$ cat src/design/rmq_sqrt.sv
// ----------------------------------------------------------------------------
// rmq_sqrt
// Pipelined integer square root, one root bit resolved per stage.
// ----------------------------------------------------------------------------
module rmq_sqrt #(
  parameter int RW = 24
) (
  input  logic            clk,
  input  logic            rst,
  input  logic            en,
  input  logic            in_valid,
  input  logic [2*RW-1:0] radicand,
  output logic            out_valid,
  output logic [RW-1:0]   root
);

  logic [RW:1]     vld;
  logic [2*RW-1:0] vsh [1:RW];
  logic [RW+1:0]   rem [1:RW];
  logic [RW-1:0]   res [1:RW];

  for (genvar i = 0; i < RW; i++) begin : g_stage
    logic            v_in;
    logic [2*RW-1:0] sh_in;
    logic [RW+1:0]   rem_in;
    logic [RW-1:0]   res_in;
    logic [RW+2:0]   rem_sh;
    logic [RW+2:0]   trial;
    logic [RW+2:0]   diff;
    logic            ge;

    // stage inputs from the port or from the previous stage
    if (i == 0) begin : g_first
      assign v_in   = in_valid;
      assign sh_in  = radicand;
      assign rem_in = '0;
      assign res_in = '0;
    end else begin : g_next
      assign v_in   = vld[i];
      assign sh_in  = vsh[i];
      assign rem_in = rem[i];
      assign res_in = res[i];
    end

    // bring in two radicand bits and try the next root bit
    always_comb begin
      rem_sh = {rem_in[RW:0], sh_in[2*RW-1 -: 2]};
      trial  = {1'b0, res_in, 2'b01};
      ge     = rem_sh >= trial;
      diff   = rem_sh - trial;
    end

    always_ff @(posedge clk) begin
      if (rst) begin
        vld[i+1] <= 1'b0;
      end else if (en) begin
        vld[i+1] <= v_in;
      end
    end

    always_ff @(posedge clk) begin
      if (en) begin
        vsh[i+1] <= sh_in << 2;
        rem[i+1] <= ge ? diff[RW+1:0] : rem_sh[RW+1:0];
        res[i+1] <= {res_in[RW-2:0], ge};
      end
    end
  end

  assign out_valid = vld[RW];
  assign root      = res[RW];

endmodule

$ cat config.mk
export PLATFORM = sky130hd
export DESIGN_NAME = rmq_sqrt
export DESIGN_NICKNAME = d
export VERILOG_FILES = /design/src/design/rmq_sqrt.sv
export SDC_FILE = /design/constraint.sdc
export NUM_CORES = 2
export LEC_CHECK = 0
export BUFFER_PORTS_ARGS = -buffer_cell sky130_fd_sc_hd__buf_2
export CORE_MARGIN = 4
export CORE_UTILIZATION = 29
export DETAILED_ROUTE_END_ITERATION = 10
export SETUP_SLACK_MARGIN = 0.5
export SLEW_MARGIN = 40
export SYNTH_ARGS = -nofsm -noshare
export SYNTH_HDL_FRONTEND = slang
export SYNTH_SLANG_ARGS = --single-unit
$ cat constraint.sdc
create_clock -name clk -period 4.12 [get_ports clk]
set_input_delay 0.206 -clock clk [delete_from_list [all_inputs] [get_ports clk]]
set_output_delay 0.206 -clock clk [all_outputs]
set_load 0.02 [all_outputs]
==> qor.yml <==
status: "complete, but fails checks"
violations: "DRC"
yosysSeqAreaShare_pct: 64.4
htreeDepth: 4
hold_viol: 0
tritoncts: "built"
num_rows: 174
drc_errors: 1
max_stage_delay_ps: 640
netlist_instances: 5052
clockRootBuffer: "clkbuf_16"
grt_overflow: 0
start_kind: "flop"
cpMostUsedCell: "o31ai_1"
nets: 5690
whs_ps: 127
wirelength_um: 121000
via_per_inst: 4.59
drt-initial-drc-count: 2529
clock-sinks: 1418
slowest_stage: "nor4b_1"
worst_pin_slew_ps: 778
fill_cells: 21900
yosysWarnings: 0
p_per_area_nw_per_um2: 522
start_util_pct: 29.2
required_ps: 4620
yosys.area.top_type_share_pct: 63.7
finalSetupViolCount: 0
wl_per_cell_um: 14.3
grt_pass1_wl_um: 198000
port-buffer-count: 76
fin_crit_ps: 3390
grt_start_max_net_pins: 175
clk_pin_slew_ps: 60
antenna_cells: 0
synth_fp_nets: 5429
gr-usage-all-layers_pct: 10.1
core_um2: 225000
p_leak_nw: 28.8
synth_common_cells: "edfxtp_1, inv_1, a21oi_1"
hold_class: "input pin to flop"
drive_gt1_share_pct: 8.76
gp_congestion: 0.887
ys_dominant_reg_cell: "edfxtp_1"
dieArea_um2: 234000
synth_edf_count: 1394
yosys-top-cells-area: "edfxtp_1, ha_1, xnor2_1"
grt_setup_unrepaired: "false"
place_inst: 8086
ctsLongestPathBuffers: 3
skew_ps: 41.0
max-cap-violations: 0
antenna_found_initial: 2
synthArstFlopShare_pct: 0
finish.instance_area_um2: 76000
setup_tns_ps: 0
timing.fmax_mhz: 295
maxSlewHeadroom_pct: 48.2
syn_to_final_growth_pct: 15.7
place_area_um2: 70100
syn_area_um2: 65700
post-dp-hpwl_um: 85200
path_max_fanout: 4
ys_types: 90
chipWidth_um: 484
stdcell_count: 8438
yosys.area.top_type: "edfxtp_1"
grt_pass1_vias: 39000
max-vdd-ir-drop_mv: 0.503
synth-seq-cells: 1418
die_h_um: 484
critPathArrivalTime_ps: 3890
synth.most_common_cell: "edfxtp_1"
drtAntennaViolNets: 0
numCtsBuffers: 158
finalMaxSlewViolations: 0
avgSynthCellArea_um2: 13.0
io-pin-count: 77
crit_path_end_kind: "flop"
timing.final.crit_share_pct: 82.3
vias: 38800
critPathKind: "flop to flop"
path_cells: "ha_1 > nor2b_1 > o31ai_1 > a211oi_1 > nor4b_1 > o31ai_1 > a21o_1 > xor2_1 > mux2_2"
insertion_delay_ps: 790
drtPass1Iterations: 9
sequential cells by signal, indices dropped and copies added (netlist names):
register / flops
out_valid: 1
g_stage.v_in: 23
vsh: 552
res: 300
rem: 542
worst max-delay path, delay by kind of cell, from the launching register on:
| family | cells | cell delay (ps) |
|---|---|---|
| simple gates | 2 | 810 |
| fa+ha+maj | 1 | 380 |
| compound gates | 4 | 1120 |
| flops | 1 | 410 |
| xor+xnor | 1 | 130 |
| mux | 1 | 260 |
logic make-up after synthesis:
logic type,after synthesis,share of synthesized area [%]
AOI/OAI and AO/OA,1013,9.71
buffers and inverters,518,2.99
xor gates and xnor gates,424,5.65
other,1,0.00571
and+or+nand+nor,1276,9.74
DFF,1418,64.4
adders and majority gates,325,6.19
muxes,77,1.26
per-layer routing:
layer  track usage, %  vias up  share of wire (%)
met2             18.0      690                 50
met4             5.16        0                4.8
met5                0        -                  0
met3             1.86      317                3.7
li1                 -    19200                  -
met1             11.7    18500                 41
final cells by class:
class                           instances  area, um^2  share of cell area [%]
Clock buffer                          183        4080                    5.37
Clock inverter                        110        1200                    1.58
Inverter                              430        1610                    2.12
Multi-Input combinational cell       3116       21400                    28.2
Sequential cell                      1418       42300                    55.7
Tap cell                             2992        3740                    4.92
Timing Repair Buffer                  189        1610                    2.12
repair_timing:
action                                  4_1_cts  5_1_grt
gates resized for setup                       0        3
hold buffers                                 54        0
endpoints found under the hold margin       116        0
buffers inserted                              0        0
endpoints found under the setup margin        0       12
report_power, final:
| group | internal (mW) | switching (mW) |
|---|---|---|
| Sequential | 18.0 | 0.957 |
| Clock | 8.10 | 5.88 |
| Combinational | 2.97 | 3.82 |
layout by cell type, fill, tap and decap left out, types with 75 or more instances in the layout:
cell type,count
a21o_1,125
a21oi_1,327
buf_2,75
clkbuf_16,159
edfxtp_1,1394
ha_1,325
inv_1,427
nand2_1,285
nand3_1,91
nor2_1,322
nor3_1,138
o21a_1,81
o21ai_0,219
xnor2_1,235
xor2_1,189
final timing paths:
kind	to	slack (ps)	startpoint	depth (start not counted)
max	rem[0][564]	730	rem[0][520]	9
min reg2reg	vsh[0][353]	390	vsh[0][305]	0
max reg2reg	rem[0][564]	730	rem[0][520]	9
min	vsh[0][81]	130	radicand[35]	2
per-stage QoR:
step / total power, mW / setup slack, ps / utilization, %
2_1_floorplan: 23.9 / 1120 / -
3_3_place_gp: 25.7 / 799 / 31.1
3_5_place_dp: 25.9 / 767 / 31.1
4_1_cts: 40.2 / 777 / 33.7
5_1_grt: 41.8 / 523 / 33.8
6_report: 39.7 / 731 / 33.8
Power figures use the tool's default switching activity.
