## config.mk

```make
export PLATFORM = sky130hd
export DESIGN_NAME = rmq_div
export DESIGN_NICKNAME = d
export VERILOG_FILES = /design/src/design/rmq_pkg.sv /design/src/design/rmq_div.sv
export SDC_FILE = /design/constraint.sdc
export NUM_CORES = 2
export LEC_CHECK = 0
export ABC_CLOCK_PERIOD_IN_PS = 4000
export BUFFER_PORTS_ARGS = -buffer_cell sky130_fd_sc_hd__buf_2
export CORE_UTILIZATION = 45
export CTS_CLUSTER_SIZE = 24
export DETAILED_ROUTE_END_ITERATION = 10
export PLACE_DENSITY_LB_ADDON = 0.12
export SLEW_MARGIN = 0
export SYNTH_ARGS = -nofsm -noshare
export SYNTH_HDL_FRONTEND = slang
export SYNTH_SLANG_ARGS = --single-unit
export TNS_END_PERCENT = 50
```

## constraint.sdc

```tcl
create_clock -name clk -period 4 [get_ports clk]
set_clock_uncertainty 0.1 [all_clocks]
set_input_delay 0.8 -clock clk [delete_from_list [all_inputs] [get_ports clk]]
set_output_delay 0.8 -clock clk [all_outputs]
set_load 0.02 [all_outputs]
```

## src/design/rmq_pkg.sv

```systemverilog
// ----------------------------------------------------------------------------
// rmq_pkg
// Shared types and constants for the rotation matrix to quaternion pipeline.
// ----------------------------------------------------------------------------
package rmq_pkg;

  // io field width and widened off-diagonal numerator width
  localparam int FIELD_W = 18;
  localparam int NUM_W   = 19;

  // branch codes
  localparam logic [1:0] BR_TRACE = 2'd0;
  localparam logic [1:0] BR_X     = 2'd1;
  localparam logic [1:0] BR_Y     = 2'd2;
  localparam logic [1:0] BR_Z     = 2'd3;

  // per-word sideband carried alongside the square root
  typedef struct packed {
    logic [1:0]              br;
    logic signed [NUM_W-1:0] n0;
    logic signed [NUM_W-1:0] n1;
    logic signed [NUM_W-1:0] n2;
  } rmq_side_t;

endpackage

```

## src/design/rmq_div.sv

```systemverilog
// ----------------------------------------------------------------------------
// rmq_div
// Pipelined restoring divider for num * 2^FB / den, one quotient bit per
// stage, with overrange detect for quotients at or above 2^(FB+2).
// ----------------------------------------------------------------------------
module rmq_div #(
  parameter int FB = 16,
  parameter int DW = 25
) (
  input  logic                             clk,
  input  logic                             rst,
  input  logic                             en,
  input  logic                             in_valid,
  input  logic signed [rmq_pkg::NUM_W-1:0] num,
  input  logic [DW-1:0]                    den,
  output logic                             out_valid,
  output logic [FB+1:0]                    quo,
  output logic                             sat,
  output logic                             neg
);
  import rmq_pkg::*;

  localparam int QB = FB + 2;
  localparam int NW = NUM_W + FB;
  localparam int CW = DW + NW + 2;

  logic [QB:0]     vld;
  logic [NW-1:0]   rem  [QB+1];
  logic [DW-1:0]   dv   [QB+1];
  logic [QB-1:0]   q    [QB+1];
  logic [QB:0]     sv;
  logic [QB:0]     nv;
  logic [NUM_W-1:0] mag;

  // magnitude, sign and overrange check
  assign mag = num[NUM_W-1] ? NUM_W'(-num) : NUM_W'(num);

  always_ff @(posedge clk) begin
    if (rst) begin
      vld[0] <= 1'b0;
    end else if (en) begin
      vld[0] <= in_valid;
    end
  end

  always_ff @(posedge clk) begin
    if (en) begin
      rem[0] <= NW'(mag) << FB;
      dv[0]  <= den;
      q[0]   <= '0;
      sv[0]  <= (CW'(mag) >= (CW'(den) << 2));
      nv[0]  <= num[NUM_W-1];
    end
  end

  for (genvar j = 0; j < QB; j++) begin : g_stage
    localparam int K = QB - 1 - j;
    logic [CW-1:0] shd;
    logic [CW-1:0] diff;
    logic          ge;

    // compare against the shifted divisor for quotient bit K
    always_comb begin
      shd  = CW'(dv[j]) << K;
      ge   = CW'(rem[j]) >= shd;
      diff = CW'(rem[j]) - shd;
    end

    always_ff @(posedge clk) begin
      if (rst) begin
        vld[j+1] <= 1'b0;
      end else if (en) begin
        vld[j+1] <= vld[j];
      end
    end

    always_ff @(posedge clk) begin
      if (en) begin
        rem[j+1] <= ge ? diff[NW-1:0] : rem[j];
        dv[j+1]  <= dv[j];
        q[j+1]   <= {q[j][QB-2:0], ge};
        sv[j+1]  <= sv[j];
        nv[j+1]  <= nv[j];
      end
    end
  end

  assign out_valid = vld[QB];
  assign quo       = q[QB];
  assign sat       = sv[QB];
  assign neg       = nv[QB];

endmodule

```

==> impl_metrics.json <==
{
  "totalWireLength_um": 127100,
  "viasPerCell": 5.322,
  "cts_max_level": 4,
  "slew_headroom_pct": 41.26,
  "leak_nw": 28.33,
  "pwr_density_nw_per_um2": 609.9,
  "status": "complete, no violations",
  "timing.final.max_slew_violations": 0,
  "grt_setup_unrepaired": "false",
  "grt_overflow": 0,
  "syn-instance-count": 5279,
  "grtUsageTotal_pct": 18.64,
  "timing_hold_violations_final": 0,
  "crit_path_end_kind": "flop",
  "timing.setup.critical_path_class": "reg -> reg",
  "place.detailed.instances": 7192,
  "maximum_number_of_buffers_from_clock_root_to_sink": 3,
  "die_height_um": 370.7,
  "synth_enable_flop_cells": 1121,
  "insertion_delay_of_the_later_clocked_pin_in_the_worst_skew_pair_ns": 0.76,
  "post-route-drc-count": 0,
  "tritoncts": "done",
  "setup_viol_count_final": 0,
  "synth_area_leader_cell": "edfxtp_1",
  "syn-mean-instance-area_um2": 11.59,
  "gp_congestion": 0.8773,
  "worst_slew_pin_slew_ns": 0.8811,
  "synth_seq_area_share_pct": 55.66,
  "wl_per_cell_um": 17.10,
  "detailedRoute.firstPassIterationCount": 5,
  "yosysWarnings": 0,
  "horiz_die_dim_um": 370.7,
  "synth_top_area_share_pct": 55.04,
  "final_cell_count_no_fill": 7433,
  "grt_antenna_before_repair": 0,
  "numPortBuffers": 68,
  "post_synth_instance_area_um2": 61160,
  "routed_via_count": 39560,
  "maximum_number_of_pins_on_one_net_before_global_route_repair": 118,
  "dominantRegCellSynth": "edfxtp_1",
  "critPathRequiredTime_ns": 4.41,
  "yosys.cell_types.count": 86,
  "final_layout_size_suffix_gt1_share_pct": 10.52,
  "cts_hold_buf": 0,
  "fin_hold_ws_ns": 0.1327,
  "clk_pin_slew_ns": 0.06,
  "syn-num-nets": 5783,
  "num_io_pins": 69,
  "ir_worst_vdd_mv": 0.4256,
  "cts_root_buffer": "clkbuf_16",
  "worst_ep_arrival_time_ns": 4.19,
  "report.power.total_w": 0.04226,
  "drtIter0Drc": 1690,
  "core.rowCount": 134,
  "max_cap_viols": 0,
  "die-area_um2": 137400,
  "final_util_pct": 51.66,
  "syn_to_final_growth_pct": 13.29,
  "finalCritPeriodShare_pct": 94.57,
  "design.core.area_um2": 134100,
  "route.antenna.remaining_nets": 0,
  "global_route_wire_length_before_repair_um": 202400,
  "worstSetupStartpointType": "flop",
  "finalCriticalPeriod_ns": 3.783,
  "initial_core_util_pct": 45.60,
  "grt_pass1_vias": 41670,
  "hpwl_um": 95640,
  "netlist_top_cells_area": "edfxtp_1, ha_1, inv_1, xnor2_1, a21oi_1",
  "fmaxAchievable_mhz": 264.4,
  "finish.net_count": 6067,
  "synth-seq-cells": 1140,
  "path_max_fanout": 4,
  "clock-sinks": 1140,
  "inserted_clock_buffers": 135,
  "async_flop_share_pct": 0,
  "holdCritPathClass": "in -> reg"
}
==> sequential cells by signal, indices dropped and copies added (netlist names) <==
signal and count:
rem 462, dv 450, q 171, nv 18
sv 18, vld 18, neg 1, out_valid 1
sat 1
==> stage by stage <==
step / setup slack (ns) / instance area, µm² / TNS (ns)
2_1_floorplan: 0.3549 / 61160 / 0
3_3_place_gp: -0.4696 / 65020 / -0.4696
3_5_place_dp: -0.4518 / 65020 / -0.4518
4_1_cts: 0.01990 / 69250 / 0
5_1_grt: 0.001231 / 69280 / 0
6_report: 0.2173 / 69290 / 0
==> timing repair <==
item | in CTS | in global routing
resized for setup | 0 | 5
endpoints found under the setup margin | 0 | 58
setup buffers | 0 | 1
==> routing by layer <==
layer  wire length (µm)  vias to the layer above  GRT usage [%]
met3               3350                      340          2.876
met2              72880                      582          38.65
met1              42460                    18790          15.79
li1                   -                    19850              -
met4               8396                        0          12.32
met5                  0                        -              0
==> kinds of logic after synthesis <==
kind of cell,share of synthesized area [%]
AO/OA/AOI/OAI,13.21
AND/OR/NAND/NOR,9.533
flip-flops,55.66
buffers and inverters,4.065
adder cells (fa/ha/maj),9.537
XOR/XNOR,5.342
multiplexers,2.651
==> synth_stat cells, types with 15 or more instances <==
master,instances
o21bai_1,41
nand3_1,80
mux2_2,112
o21a_1,52
nand2b_1,82
nand2_1,357
a21oi_1,374
xnor2_1,232
xor2_1,141
edfxtp_1,1121
a211oi_1,24
clkbuf_1,83
a21o_1,199
a31oi_1,39
o211ai_1,29
fa_1,17
and2_1,16
or3_1,30
ha_1,439
nor2b_1,76
nor2_1,325
nor3_1,66
o21ai_0,338
inv_1,553
and3_1,28
nand4_1,57
mux2i_1,30
o31ai_1,33
nor4_1,26
a211o_1,15
dfxtp_1,19
==> final cells by class <==
class	count	area, µm²
multi-input cells	3484	24730
clock inverters	63	584.3
inverters	554	2079
well taps	1768	2212
flip-flops and latches	1140	34040
clock buffers	175	3643
repair buffers	248	1989
fillers	11610	64840
diodes	1	2.502
==> worst paths after layout <==
path                            startpoint          end  slack [ns]  cells after the start
worst min-delay path                den[1]     dv[0][1]        0.13                      1
worst max-delay path            rem[11][8]  rem[12][30]        0.22                     11
worst min register to register   q[17][15]    q[18][16]        0.31                      0
worst max register to register  rem[11][8]  rem[12][30]        0.22                     11
==> cells in the final DEF, fill, tap and decap left out, types with 14 or more instances in the layout <==
| cell type | n |
|---|---|
| nand3_1 | 80 |
| nand4_1 | 57 |
| edfxtp_1 | 1121 |
| o21bai_1 | 41 |
| buf_2 | 67 |
| dfxtp_1 | 19 |
| a31oi_1 | 39 |
| o31ai_1 | 31 |
| o211ai_1 | 29 |
| ha_1 | 439 |
| nor4_1 | 25 |
| nand2_1 | 357 |
| o21a_1 | 52 |
| xnor2_1 | 232 |
| xor2_1 | 141 |
| a211oi_1 | 24 |
| nor3_1 | 66 |
| o21ai_0 | 337 |
| mux2i_1 | 30 |
| fa_1 | 17 |
| and3_1 | 28 |
| buf_12 | 23 |
| and2_1 | 16 |
| buf_4 | 157 |
| clkbuf_16 | 139 |
| a211o_1 | 15 |
| or3_1 | 30 |
| clkinv_1 | 19 |
| or2_2 | 14 |
| inv_1 | 553 |
| clkinv_2 | 20 |
| a21o_1 | 199 |
| a21oi_1 | 372 |
| clkbuf_1 | 33 |
| nor2b_1 | 76 |
| nand2b_1 | 82 |
| nor2_1 | 325 |
| mux2_2 | 112 |
==> power breakdown <==
part / switching (W) / internal, W
clock: 0.00478 / 0.00700
sequential: 0.00102 / 0.0159
combinational: 0.00751 / 0.00610
total: 0.0133 / 0.0290
==> worst max-delay path, cell delays in order (launching register included) <==
cell and delay [ns]:
edfxtp_1 0.40, ha_1 0.35, nor2b_1 0.18, o31ai_1 0.33
a21oi_1 0.21, a211oi_1 0.44, o31ai_1 0.22, a31oi_1 0.38
a21oi_1 0.21, a21o_1 0.21, a211o_1 0.28, a31o_2 0.24
(Power assumes the default switching activity.)
