<file path="src/design/rmq_pkg.sv">
// ----------------------------------------------------------------------------
// rmq_pkg
// Shared types and constants for the rotation matrix to quaternion pipeline.
// ----------------------------------------------------------------------------
package rmq_pkg;

  // io field width and widened off-diagonal numerator width
  localparam int FIELD_W = 18;
  localparam int NUM_W   = 19;

  // branch codes
  localparam logic [1:0] BR_TRACE = 2'd0;
  localparam logic [1:0] BR_X     = 2'd1;
  localparam logic [1:0] BR_Y     = 2'd2;
  localparam logic [1:0] BR_Z     = 2'd3;

  // per-word sideband carried alongside the square root
  typedef struct packed {
    logic [1:0]              br;
    logic signed [NUM_W-1:0] n0;
    logic signed [NUM_W-1:0] n1;
    logic signed [NUM_W-1:0] n2;
  } rmq_side_t;

endpackage

</file>
<file path="src/design/rmq_front.sv">
// ----------------------------------------------------------------------------
// rmq_front
// Branch choice, radicand with clamp, and selection of the three numerators.
// ----------------------------------------------------------------------------
module rmq_front #(
  parameter int FB = 16,
  parameter int RW = 24
) (
  input  logic                              clk,
  input  logic                              rst,
  input  logic                              en,
  input  logic                              in_valid,
  input  logic signed [rmq_pkg::FIELD_W-1:0] m00,
  input  logic signed [rmq_pkg::FIELD_W-1:0] m01,
  input  logic signed [rmq_pkg::FIELD_W-1:0] m02,
  input  logic signed [rmq_pkg::FIELD_W-1:0] m10,
  input  logic signed [rmq_pkg::FIELD_W-1:0] m11,
  input  logic signed [rmq_pkg::FIELD_W-1:0] m12,
  input  logic signed [rmq_pkg::FIELD_W-1:0] m20,
  input  logic signed [rmq_pkg::FIELD_W-1:0] m21,
  input  logic signed [rmq_pkg::FIELD_W-1:0] m22,
  output logic                              out_valid,
  output logic [2*RW-1:0]                   radicand,
  output rmq_pkg::rmq_side_t                side
);
  import rmq_pkg::*;

  localparam logic signed [32:0] ONE = 33'sd1 <<< FB;

  logic signed [19:0]      trace;
  logic signed [32:0]      rad_raw;
  logic [31:0]             rad_pos;
  logic signed [NUM_W-1:0] d0, d1, d2, s01, s02, s12;
  rmq_side_t               side_next;

  // diagonal sums and branch selection
  always_comb begin
    trace = 20'(m00) + 20'(m11) + 20'(m22);
    d0  = NUM_W'(m21) - NUM_W'(m12);
    d1  = NUM_W'(m02) - NUM_W'(m20);
    d2  = NUM_W'(m10) - NUM_W'(m01);
    s01 = NUM_W'(m01) + NUM_W'(m10);
    s02 = NUM_W'(m02) + NUM_W'(m20);
    s12 = NUM_W'(m12) + NUM_W'(m21);
    if (trace > 20'sd0) begin
      side_next.br = BR_TRACE;
      rad_raw = ONE + 33'(trace);
      side_next.n0 = d0;
      side_next.n1 = d1;
      side_next.n2 = d2;
    end else if (m00 > m11 && m00 > m22) begin
      side_next.br = BR_X;
      rad_raw = ONE + 33'(m00) - 33'(m11) - 33'(m22);
      side_next.n0 = d0;
      side_next.n1 = s01;
      side_next.n2 = s02;
    end else if (m11 > m22) begin
      side_next.br = BR_Y;
      rad_raw = ONE + 33'(m11) - 33'(m00) - 33'(m22);
      side_next.n0 = d1;
      side_next.n1 = s01;
      side_next.n2 = s12;
    end else begin
      side_next.br = BR_Z;
      rad_raw = ONE + 33'(m22) - 33'(m00) - 33'(m11);
      side_next.n0 = d2;
      side_next.n1 = s02;
      side_next.n2 = s12;
    end
    // clamp non-positive radicand to one lsb
    if (rad_raw <= 33'sd0) begin
      rad_pos = 32'd1;
    end else begin
      rad_pos = rad_raw[31:0];
    end
  end

  // stage register
  always_ff @(posedge clk) begin
    if (rst) begin
      out_valid <= 1'b0;
    end else if (en) begin
      out_valid <= in_valid;
    end
  end

  always_ff @(posedge clk) begin
    if (en) begin
      radicand <= (2*RW)'(rad_pos) << FB;
      side     <= side_next;
    end
  end

endmodule

</file>
<file path="config.mk">
export PLATFORM = sky130hd
export DESIGN_NAME = rmq_front
export DESIGN_NICKNAME = d
export VERILOG_FILES = /design/src/design/rmq_pkg.sv /design/src/design/rmq_front.sv
export SDC_FILE = /design/constraint.sdc
export NUM_CORES = 1
export LEC_CHECK = 0
export BUFFER_PORTS_ARGS = -buffer_cell sky130_fd_sc_hd__buf_2
export CAP_MARGIN = 10
export CORE_ASPECT_RATIO = 0.6
export CORE_MARGIN = 2
export CORE_UTILIZATION = 48
export DETAILED_ROUTE_END_ITERATION = 12
export MAX_ROUTING_LAYER = met4
export PLACE_DENSITY = 0.65
export RECOVER_POWER = 25
export SLEW_MARGIN = 20
export SYNTH_ARGS = -nofsm -noshare
export SYNTH_HDL_FRONTEND = slang
export SYNTH_SLANG_ARGS = --single-unit
export TNS_END_PERCENT = 1
</file>
<file path="constraint.sdc">
create_clock -name clk -period 6.3 [get_ports clk]
set_input_delay 0.945 -clock clk [delete_from_list [all_inputs] [get_ports clk]]
set_output_delay 0.945 -clock clk [all_outputs]
set_load 0.02 [all_outputs]
</file>
==> flow_metrics.py <==
metrics = {
    "cells_and_area": {
        "nets": 2817,
        "fillers": 3283,
        "final_common_cell": "ha_1",
        "stdcell_area_mm2": 0.0191,
        "final_cells": 2710,
        "area_growth_syn_to_layout_pct": 12.3,
        "mostFrequentLayoutCells": "ha_1 (332), inv_1 (248), buf_2 (229)",
        "final_core_util_pct": 54.7,
        "drive_gt1_share_pct": 15.0,
    },
    "setup_path": {
        "crit_cells": 19,
        "worst_setup_path_end_kind": "flop",
        "path_buf_inv": 4,
        "critical_path.startpoint": "m00[2]",
        "crit_slowest_cell": "fa_1",
        "critPathTopFamily": "compound AO/OA/AOI/OAI gates",
        "crit_chain": "buf_2, inv_1, fa_1, inv_1, ha_1, ha_1, fa_1, a21o_1, a311oi_1, a211oi_1, o31ai_1, o21ai_0, nand2_1, a21oi_1, o21ai_0, mux2_2, buf_12, nor2_1, mux2_2",
        "required_ps": 6430,
        "cpPeakStageDelay_ps": 590,
        "rr_startpoint": "out_valid",
        "rr_worst_depth": 2,
        "cp.arrival_ps": 5880,
        "cp-start-kind": "primary input",
        "worstPathMaxFanout": 15,
        "crit_type": "primary input to flop",
    },
    "sta": {
        "maxSlewViolCount": 38,
        "finalSetupViolCount": 0,
        "finalCritPeriodShare_pct": 91.3,
        "fin_crit_ps": 5750,
        "fmax_mhz": 174,
        "hold_ws_ps": 497,
        "fin_tns_setup_ps": 0,
        "finalHoldViolCount": 0,
        "relSlewSlack_pct": -49.3,
        "rsz0062_at_grt": "false",
        "clock_skew_ps": 0,
        "tightest_slew_ps": 2240,
    },
    "die": {
        "dieArea_mm2": 0.0370,
        "core-area_mm2": 0.0349,
        "ioPinCount": 274,
        "die_h_um": 150,
        "chipWidth_um": 247,
        "floorplan.initialDensity_pct": 48.7,
        "placementRows": 53,
    },
    "route": {
        "ant_nets": 0,
        "post-route-drc-count": 0,
        "vias_per_cell": 5.46,
        "wl_um": 51500,
        "drtIter0Drc": 1235,
        "wire_per_inst_um": 19.0,
        "first_pass_iters": 5,
        "vias": 14800,
    },
    "place": {
        "placed_cell_area_mm2": 0.0188,
        "place_congestion": 0.951,
        "dpl.cell_count": 2689,
        "numPortBuffers": 257,
        "dp_hpwl_um": 43700,
    },
    "clock_network": {
        "cts-resized-gates": 0,
        "cts_root_buffer": "clkbuf_16",
        "cts_tree": "done",
        "cts_setup_buffers": 0,
        "cts_sinks": 81,
        "clk_pin_slew_ps": 70,
        "clock_path_buffers": 2,
        "h-tree-depth": 3,
        "clk_latency_ps": 370,
        "hold_buffers": 0,
        "cts_buffers": 9,
    },
    "grt": {
        "grt_pass1_vias": 14000,
        "grt-ovfl-total": 0,
        "grt_pass1_wl_um": 79100,
        "antenna_found_initial": 1,
        "grt_usage_pct": 28.6,
        "grt_max_degree": 46,
    },
    "synth": {
        "ys_types": 76,
        "yosys_register_bits": 81,
        "yosysWarnings": 0,
        "synth-edff-count": 80,
        "async_flop_share_pct": 0,
        "yosysSeqAreaShare_pct": 14.2,
        "synth_cells": 1998,
        "ys.flop_type": "edfxtp_1",
        "syn_avg_cell_area_um2": 8.52,
        "synth_area_mm2": 0.0170,
    },
    "outcome": {
        "violations": "max-capacitance violations, max-slew violations",
        "outcome": "finished, violations left",
    },
    "worst_hold_path": {
        "hp-start": "out_valid",
        "hold_path_class": "flop to flop",
        "hold_depth": 2,
    },
    "pwr": {
        "vdd_drop_max_v": 0.000160,
        "p_leak_uw": 0.00932,
        "power_per_cell_area_mw_per_mm2": 237,
    },
    "flow_run": {
        "max-cap-violations": 1,
    },
}
## through the flow
step	power [uW]	worst slack, ps
global route	4880	337
CTS	4520	700
floorplan	2990	1180
finish	4520	550
global placement	3840	440
detailed placement	3890	311
## cell usage after synthesis, types with 20 or more instances
| library cell | number | area share (%) |
|---|---|---|
| ha_1 | 332 | 24 |
| nand2_1 | 117 | 2.6 |
| o211ai_1 | 23 | 1.0 |
| nor2_1 | 151 | 3.3 |
| fa_1 | 86 | 10 |
| clkbuf_1 | 31 | 0.68 |
| nand3_1 | 32 | 0.94 |
| xor2_1 | 50 | 2.6 |
| a21oi_1 | 125 | 3.7 |
| mux2i_1 | 31 | 1.8 |
| and3_1 | 20 | 0.73 |
| nor3_1 | 47 | 1.4 |
| mux2_2 | 39 | 2.6 |
| nor2b_1 | 45 | 1.7 |
| buf_4 | 34 | 1.5 |
| a21o_1 | 23 | 1.0 |
| xnor2_1 | 96 | 4.9 |
| edfxtp_1 | 80 | 14 |
| a211oi_1 | 20 | 0.88 |
| o21ai_0 | 104 | 3.1 |
| inv_1 | 248 | 5.5 |
| a31oi_1 | 29 | 1.1 |
## report_power, final
| group | total, uW | internal (uW) | switching, uW |
|---|---|---|---|
| combinational | 3040 | 1210 | 1830 |
| sequential | 875 | 808 | 67.6 |
| clock | 607 | 359 | 248 |
## routing by layer
metal / track usage (%) / vias to the layer above / part of all wire, %
li1: - / 7312 / -
met1: 42.8 / 7014 / 50
met2: 40.1 / 454 / 41
met3: 5.69 / 22 / 7.9
met4: 3.52 / 0 / 0.92
met5: - / - / 0
## cell families (layout without fill, tap and decap cells)
group / count (synthesis) / in the layout / share of synthesized area [%]
AOI/OAI and AO/OA: 449 / 449 / 16.8
buffers and inverters: 329 / 553 / 8.08
DFF: 81 / 81 / 14.2
muxes: 70 / 70 / 4.40
other: 1 / 22 / 0.0220
and+or+nand+nor: 504 / 504 / 14.4
xor gates and xnor gates: 146 / 146 / 7.51
adders and majority gates: 418 / 418 / 34.5
## flip-flops by register name (all words and copies together) (netlist names)
| signal | count |
|---|---|
| out_valid | 1 |
| radicand | 21 |
| side | 59 |
## cell type report
type	count	area [um^2]	share of cell area, %
Clock buffer	13	250	1.31
Clock inverter	3	65.1	0.340
Antenna cell	5	12.5	0.0654
Tap cell	467	584	3.06
Sequential cell	81	2420	12.7
Multi-Input combinational cell	1604	13300	69.5
Inverter	249	935	4.89
Timing Repair Buffer	288	1560	8.15
## worst register-to-register path: cells and delay by family, from the launching register on
| kind | cells | cell delay (ps) |
|---|---|---|
| simple gates | 1 | 140 |
| flops | 1 | 330 |
| mux | 1 | 60 |
## path summary, 6_finish.rpt
kind	end	slack [ps]
hold / removal	out_valid	500
setup / recovery	radicand[17]	550
setup reg to reg	out_valid	5700
hold reg to reg	out_valid	500
Note: power is estimated with default switching activity, not from simulation.
