`config.mk`:
```
export PLATFORM = sky130hd
export DESIGN_NAME = rmq_delay
export DESIGN_NICKNAME = d
export VERILOG_FILES = /design/src/design/rmq_delay.sv
export SDC_FILE = /design/constraint.sdc
export NUM_CORES = 1
export LEC_CHECK = 0
export BUFFER_PORTS_ARGS = -buffer_cell sky130_fd_sc_hd__buf_2
export CELL_PAD_IN_SITES_DETAIL_PLACEMENT = 1
export CELL_PAD_IN_SITES_GLOBAL_PLACEMENT = 1
export CORE_MARGIN = 2
export CORE_UTILIZATION = 48
export DETAILED_ROUTE_END_ITERATION = 10
export PLACE_DENSITY = 0.89
export SETUP_SLACK_MARGIN = 0.3
export SYNTH_ARGS = -nofsm -noshare
export SYNTH_HDL_FRONTEND = slang
export SYNTH_SLANG_ARGS = --single-unit
```
`constraint.sdc`:
```
create_clock -name clk -period 1.5 [get_ports clk]
set_input_delay 0.075 -clock clk [delete_from_list [all_inputs] [get_ports clk]]
set_output_delay 0.075 -clock clk [all_outputs]
set_load 0.02 [all_outputs]
```
`src/design/rmq_delay.sv`:
```
// ----------------------------------------------------------------------------
// rmq_delay
// Enabled shift line that keeps sideband data aligned with a pipeline.
// ----------------------------------------------------------------------------
module rmq_delay #(
  parameter int DEPTH = 4,
  parameter int W     = 8
) (
  input  logic         clk,
  input  logic         en,
  input  logic [W-1:0] din,
  output logic [W-1:0] dout
);

  logic [W-1:0] tap [DEPTH];

  // shift on every pipeline advance
  always_ff @(posedge clk) begin
    if (en) begin
      tap[0] <= din;
      for (int i = 1; i < DEPTH; i++) begin
        tap[i] <= tap[i-1];
      end
    end
  end

  assign dout = tap[DEPTH-1];

endmodule

```
==> run_results.csv, run 1 <==
group,metric,value,unit
global_route,grt_overflow_total,0,
floorplanning,io_pins,18,
placed_design,gp_congestion,0.6122,
finish,multi_input_cells,0,
sta,timing_hold_violations_final,0,
route,vias,404,
route,first_pass_iters,3,
worst_setup_path,critPathKind,"flip-flop to primary output",
route,wl_per_cell,12.73,µm
finish,finalNetCount,74,
placed_design,port_buffers,17,
clocking,cts-root-buf,"clkbuf_4",
route,totalWireLength,1.158,mm
finish,antenna_cells,0,
clocking,clk_pin_slew,0.09,ns
yosys,syn-cell-area,960.9,µm²
worst_setup_path,path_cells,"buf_2",
yosys,synth-seq-cells,32,
sta,tightest_slew,0.6622,ns
finish,fillers,167,
yosys,netlist.area_leader.share,1.000,
sta,finalSetupTns,0,ns
worst_setup_path,crit_path_max_fanout,1,
finish,utilization,0.6270,
sta,finClkSkew,0.005541,ns
finish,layout-drive-gt1-share,0.3438,
route,vias_per_cell,4.440,
placed_design,placed_area,0.001080,mm²
run,cap_viol_max_count,0,
finish,top_register,"tap",
pwr,p_leak,0.0004396,µW
clocking,htree_num_levels,2,
yosys,yosys.area.top_type,"edfxtp_1",
finish,largest_register_ffs,32,
clocking,cts_tree,"done",
sta,finalCritPeriodShare,0.6126,
outcome,run_status,"completed",
clocking,cts_resized,0,
pwr,vdd_drop_max,0.8283,mV
yosys,yosysWarnings,0,
global_route,grt_pass1_vias,449,
finish,multi_input_comb_area,0,µm²
yosys,ys_types,1,
finish,stdcell_area,0.001205,mm²
clocking,clockBufferDepth,2,
global_route,antenna_found_initial,0,
worst_setup_path,cp.buffers_inverters,1,
clocking,worst_skew_pair.late_latency,0.31,ns
sta,timing.final.crit_period,0.9189,ns
global_route,use_met1,0.1136,
sta,worst_slack,0.5811,ns
sta,rsz0062_at_grt,"false",
yosys,syn_inst,32,
yosys,synth_nets,42,
floorplanning,rows,16,
global_route,grt_pass1_wl,1.966,mm
finish,synthToLayoutAreaGrowth,25.39,%
sta,slew_headroom,0.5585,
sta,fmaxAchievable,1088,MHz
clocking,postCtsSetupBuffers,0,
global_route,grt_usage,0.1217,
worst_setup_path,cp-start-kind,"flip-flop",
yosys,synth.area.top_cells,"edfxtp_1 100%",
placed_design,post-place-ws,0.5166,ns
floorplanning,die_w,48.74,µm
route,postRouteAntennaNets,0,
global_route,grt_max_degree,33,
global_route,grt_use_met2,0.2123,
worst_setup_path,cpLargestDelayFamily,"flip-flops",
global_route,grtUsageMet3,0.04938,
worst_setup_path,r2r_slack,0.85,ns
worst_setup_path,crit_slowest_cell,"edfxtp_1",
worst_setup_path,cp-end-kind,"primary output",
pwr,p_per_area,1285,mW/mm²
route,drc_errors,0,
route,detail_route.iter0.violations,5,
floorplanning,die_h,48.74,µm
min_path,hold_class,"primary input to flip-flop",
clocking,cts.sinks,32,
worst_setup_path,critPathArrivalTime,0.84,ns
sta,final-setup-viol-count,0,
floorplanning,coreArea,0.001922,mm²
sta,slew_violations,0,
worst_setup_path,crit_required,1.42,ns
worst_setup_path,critical_path.max_stage_delay,0.37,ns
yosys,syn_area_per_cell,30.03,µm²
floorplanning,initial_utilization,0.5000,
floorplanning,dieArea,0.002376,mm²
pwr,power,1548,µW
clocking,cts_buffers,5,
global_route,busiest_layer,"met2",
yosys,seq_area_frac_synth,1.000,
finish,reg_top3,"tap x32",
## per-layer routing
| metal | part of all wire | vias up | wire length, µm |
|---|---|---|---|
| met2 | 0.58 | 21 | 674 |
| met4 | 0 | 0 | 0 |
| met5 | 0 | - | 0 |
| met3 | 0.079 | 0 | 91 |
| met1 | 0.34 | 192 | 391 |
| li1 | - | 191 | - |
## power breakdown
| group | total, µW | internal [µW] | switching, µW |
|---|---|---|---|
| clock | 411 | 163 | 248 |
| combinational | 69.1 | 29.5 | 39.6 |
| sequential | 1070 | 1050 | 14.7 |
| total | 1550 | 1250 | 303 |
## what timing repair did
| action | 4_1_cts | 5_1_grt |
|---|---|---|
| setup endpoints to repair | 0 | 0 |
| hold buffers | 8 | 0 |
| hold endpoints to repair | 8 | 0 |
## cell type report
class | instances | area (µm²) | share of cell area
Timing Repair Buffer | 25 | 165.2 | 0.1371
Clock inverter | 2 | 7.507 | 0.006231
Clock buffer | 5 | 37.54 | 0.03115
Sequential cell | 32 | 960.9 | 0.7975
Tap cell | 27 | 33.78 | 0.02804
## per-stage QoR
stage | std cells | hold WS, ns
final | 91 | 0.3328
after global routing | 91 | 0.3652
after CTS | 91 | 0.3208
after detailed placement | 76 | 0.2537
after global placement | 76 | 0.2513
after floorplan | 32 | 0.1739
## final timing paths
kind / from / to / depth (start not counted)
max: tap[3][7] / dout[7] / 1
min: en / tap[0][5] / 1
min reg2reg: tap[2][6] / tap[3][6] / 0
max reg2reg: tap[1][0] / tap[2][0] / 0
## logic make-up after synthesis
family	after synthesis	share of synthesized area
flip-flops	32	1.000
## layout by cell type, fill, tap and decap left out
cell / count
buf_2: 17
dlygate4sd3_1: 8
edfxtp_1: 32
clkinv_1: 2
clkbuf_4: 5
## cell usage after synthesis
| library cell | instances |
|---|---|
| edfxtp_1 | 32 |
Note: power is estimated with default switching activity, not from simulation.
==> run 2: changes to the inputs <==
--- a/config.mk
+++ b/config.mk
@@ -5,13 +5,14 @@
 export SDC_FILE = /design/constraint.sdc
 export NUM_CORES = 1
 export LEC_CHECK = 0
+export ABC_AREA = 1
 export BUFFER_PORTS_ARGS = -buffer_cell sky130_fd_sc_hd__buf_2
 export CELL_PAD_IN_SITES_DETAIL_PLACEMENT = 1
 export CELL_PAD_IN_SITES_GLOBAL_PLACEMENT = 1
 export CORE_MARGIN = 2
-export CORE_UTILIZATION = 48
+export CORE_UTILIZATION = 41
 export DETAILED_ROUTE_END_ITERATION = 10
-export PLACE_DENSITY = 0.89
+export PLACE_DENSITY = 0.82
 export SETUP_SLACK_MARGIN = 0.3
 export SYNTH_ARGS = -nofsm -noshare
 export SYNTH_HDL_FRONTEND = slang
==> constraint.sdc (replaced) <==
create_clock -name clk -period 0.81 [get_ports clk]
set_input_delay 0.0405 -clock clk [delete_from_list [all_inputs] [get_ports clk]]
set_output_delay 0.0405 -clock clk [all_outputs]
set_load 0.02 [all_outputs]
==> run_results.csv, run 2 (synthesized netlist as in run 1, its figures left out) <==
group,metric,value,unit
worst_setup_path,regToRegStartpoint,"tap[2][7]",
global_route,grt_max_degree,27,
pwr,comb_power_share,0.042,
route,postRouteAntennaNets,0,
min_path,hold_start,"din[1]",
route,first_pass_iters,3,
route,drc_errors,0,
route,totalWireLength,1.042,mm
worst_setup_path,r2r_slack,0.17,ns
sta,final-setup-viol-count,8,
finish,reg_top3,"tap x32",
clocking,cts.sinks,32,
sta,timing_hold_violations_final,8,
pwr,p_per_area,2629,mW/mm²
global_route,grt_pass1_wl,1.476,mm
clocking,postCtsSetupBuffers,0,
clocking,cts-root-buf,"clkbuf_4",
pwr,vdd_drop_max,1.456,mV
worst_setup_path,crit_slowest_cell,"edfxtp_1",
finish,multi_input_comb_area,0,µm²
worst_setup_path,crit_cells,1,
floorplanning,die_h,52.41,µm
worst_setup_path,startpoint,"tap[3][2]",
worst_setup_path,crit_path_max_fanout,1,
worst_setup_path,crit_required,0.77,ns
pwr,p_sw,584.4,µW
finish,antenna_cells,0,
floorplanning,coreArea,0.002212,mm²
clocking,htree_num_levels,2,
finish,top_register,"tap",
route,wl_per_cell,11.98,µm
finish,layout_commonest_cell,"edfxtp_1",
min_path,hold_class,"primary input to flip-flop",
sta,slew_violations,0,
floorplanning,dieArea,0.002747,mm²
finish,layout_common_cells,"32 x edfxtp_1, 10 x buf_2, 7 x buf_6, 5 x clkbuf_4, 2 x clkinv_1",
floorplanning,die_w,52.41,µm
worst_setup_path,critPathArrivalTime,0.85,ns
finish,synthToLayoutAreaGrowth,27.73,%
sta,rsz0062_at_grt,"true",
clocking,clk_pin_slew,0.10,ns
floorplanning,rows,17,
sta,finClkSkew,0.009436,ns
sta,slew_headroom,0.9076,
worst_setup_path,path_cells,"buf_6",
worst_setup_path,cp-start-kind,"flip-flop",
run,cap_viol_max_count,0,
sta,worst_hold_slack,-0.1086,ns
worst_setup_path,cp-end-kind,"primary output",
worst_setup_path,critical_path.max_stage_delay,0.40,ns
floorplanning,initial_utilization,0.4344,
finish,layout-drive-gt1-share,0.4237,
finish,multi_input_cells,0,
sta,timing.final.crit_period,0.8921,ns
outcome,violations,"negative hold slack, negative setup slack",
pwr,seqPwrFrac,0.613,
route,vias_per_cell,4.494,
route,detail_route.iter0.violations,3,
pwr,p_leak,0.0004494,µW
finish,stdcell_count,87,
sta,worst_slack,-0.08213,ns
placed_design,gp_congestion,0.5876,
worst_setup_path,cp.buffers_inverters,1,
global_route,antenna_found_initial,0,
placed_design,hpwl,642.6,µm
route,vias,391,
global_route,grt_usage,0.08916,
sta,tightest_slew,0.1386,ns
worst_setup_path,critPathKind,"flip-flop to primary output",
global_route,grt_pass1_vias,318,
worst_setup_path,r2r_end,"tap[3][7]",
pwr,p_int,2643,µW
clocking,cts_tree,"done",
finish,finalNetCount,68,
pwr,swShare,0.1811,
outcome,run_status,"finished with violations",
clocking,clockBufferDepth,2,
worst_setup_path,critPathCapture,"dout[2]",
global_route,grt_overflow_total,0,
floorplanning,io_pins,18,
placed_design,place_inst,79,
placed_design,port_buffers,17,
clocking,cts_buffers,5,
clocking,worst_skew_pair.late_latency,0.32,ns
worst_setup_path,cpLargestDelayFamily,"flip-flops",
sta,finalCritPeriodShare,1.101,
pwr,clkPwrFrac,0.345,
sta,fmaxAchievable,1121,MHz
sta,finalSetupTns,-0.5572,ns
worst_setup_path,r2r_cells,0,
finish,largest_register_ffs,32,
==> run 2: changes by cell type in the layout (fill, tap and decap cells not counted) <==
cell           before  now
buf_12              0    1
buf_2              17   10
buf_4               0    1
buf_6               0    7
bufinv_16           0    1
dlygate4sd3_1       8    0
==> run 2: layout make-up <==
type	instances	area (µm²)
clock buffer	5	37.54
clock inverter	3	37.54
fill	192	984.7
sequential	32	960.9
tap	28	35.03
timing repair buffer	19	156.4
==> run 2: power groups by stage <==
stage | sequential [µW] | clock [µW] | combinational, µW
after floorplan | 2040 | 0 | 0
after global placement | 2000 | 0 | 110
after detailed placement | 2010 | 0 | 115
after CTS | 1980 | 1150 | 115
after global routing | 1990 | 1230 | 145
final | 1980 | 1110 | 136
==> run 2: what timing repair did <==
item | CTS | global route
cloned | 0 | 0
pin swaps | 0 | 0
gates resized for setup | 0 | 14
setup endpoints to repair | 32 | 32
endpoints found under the hold margin | 8 | 8
==> run 2: metrics by stage <==
stage                     utilization  setup WS, ns  area [µm²]  power, µW
after floorplan                     -        0.2212       960.9       2035
after global placement         0.5011        0.1791        1109       2112
after detailed placement       0.5011        0.1582        1109       2128
after CTS                      0.5351       -0.1163        1184       3240
after global routing           0.5549       -0.1397        1227       3362
final                          0.5549      -0.08213        1227       3227
==> run 2: how the worst min path moves through the flow <==
stage | end | slack, ns | cells after the start
floorplan | tap[0][0] | 0.14 | 0
global placement | tap[0][2] | 0.22 | 1
detailed placement | tap[0][0] | 0.22 | 1
CTS | tap[0][1] | -0.12 | 1
global route | tap[0][5] | -0.14 | 1
finish | tap[0][1] | -0.11 | 1
==> run 2: metal layers <==
layer | GRT usage | wire length [µm] | vias up
met5 | 0 | 0 | -
met4 | 0.06410 | 15 | 0
met3 | 0.06286 | 74 | 3
met2 | 0.1333 | 536 | 21
met1 | 0.08448 | 415 | 184
li1 | - | - | 183
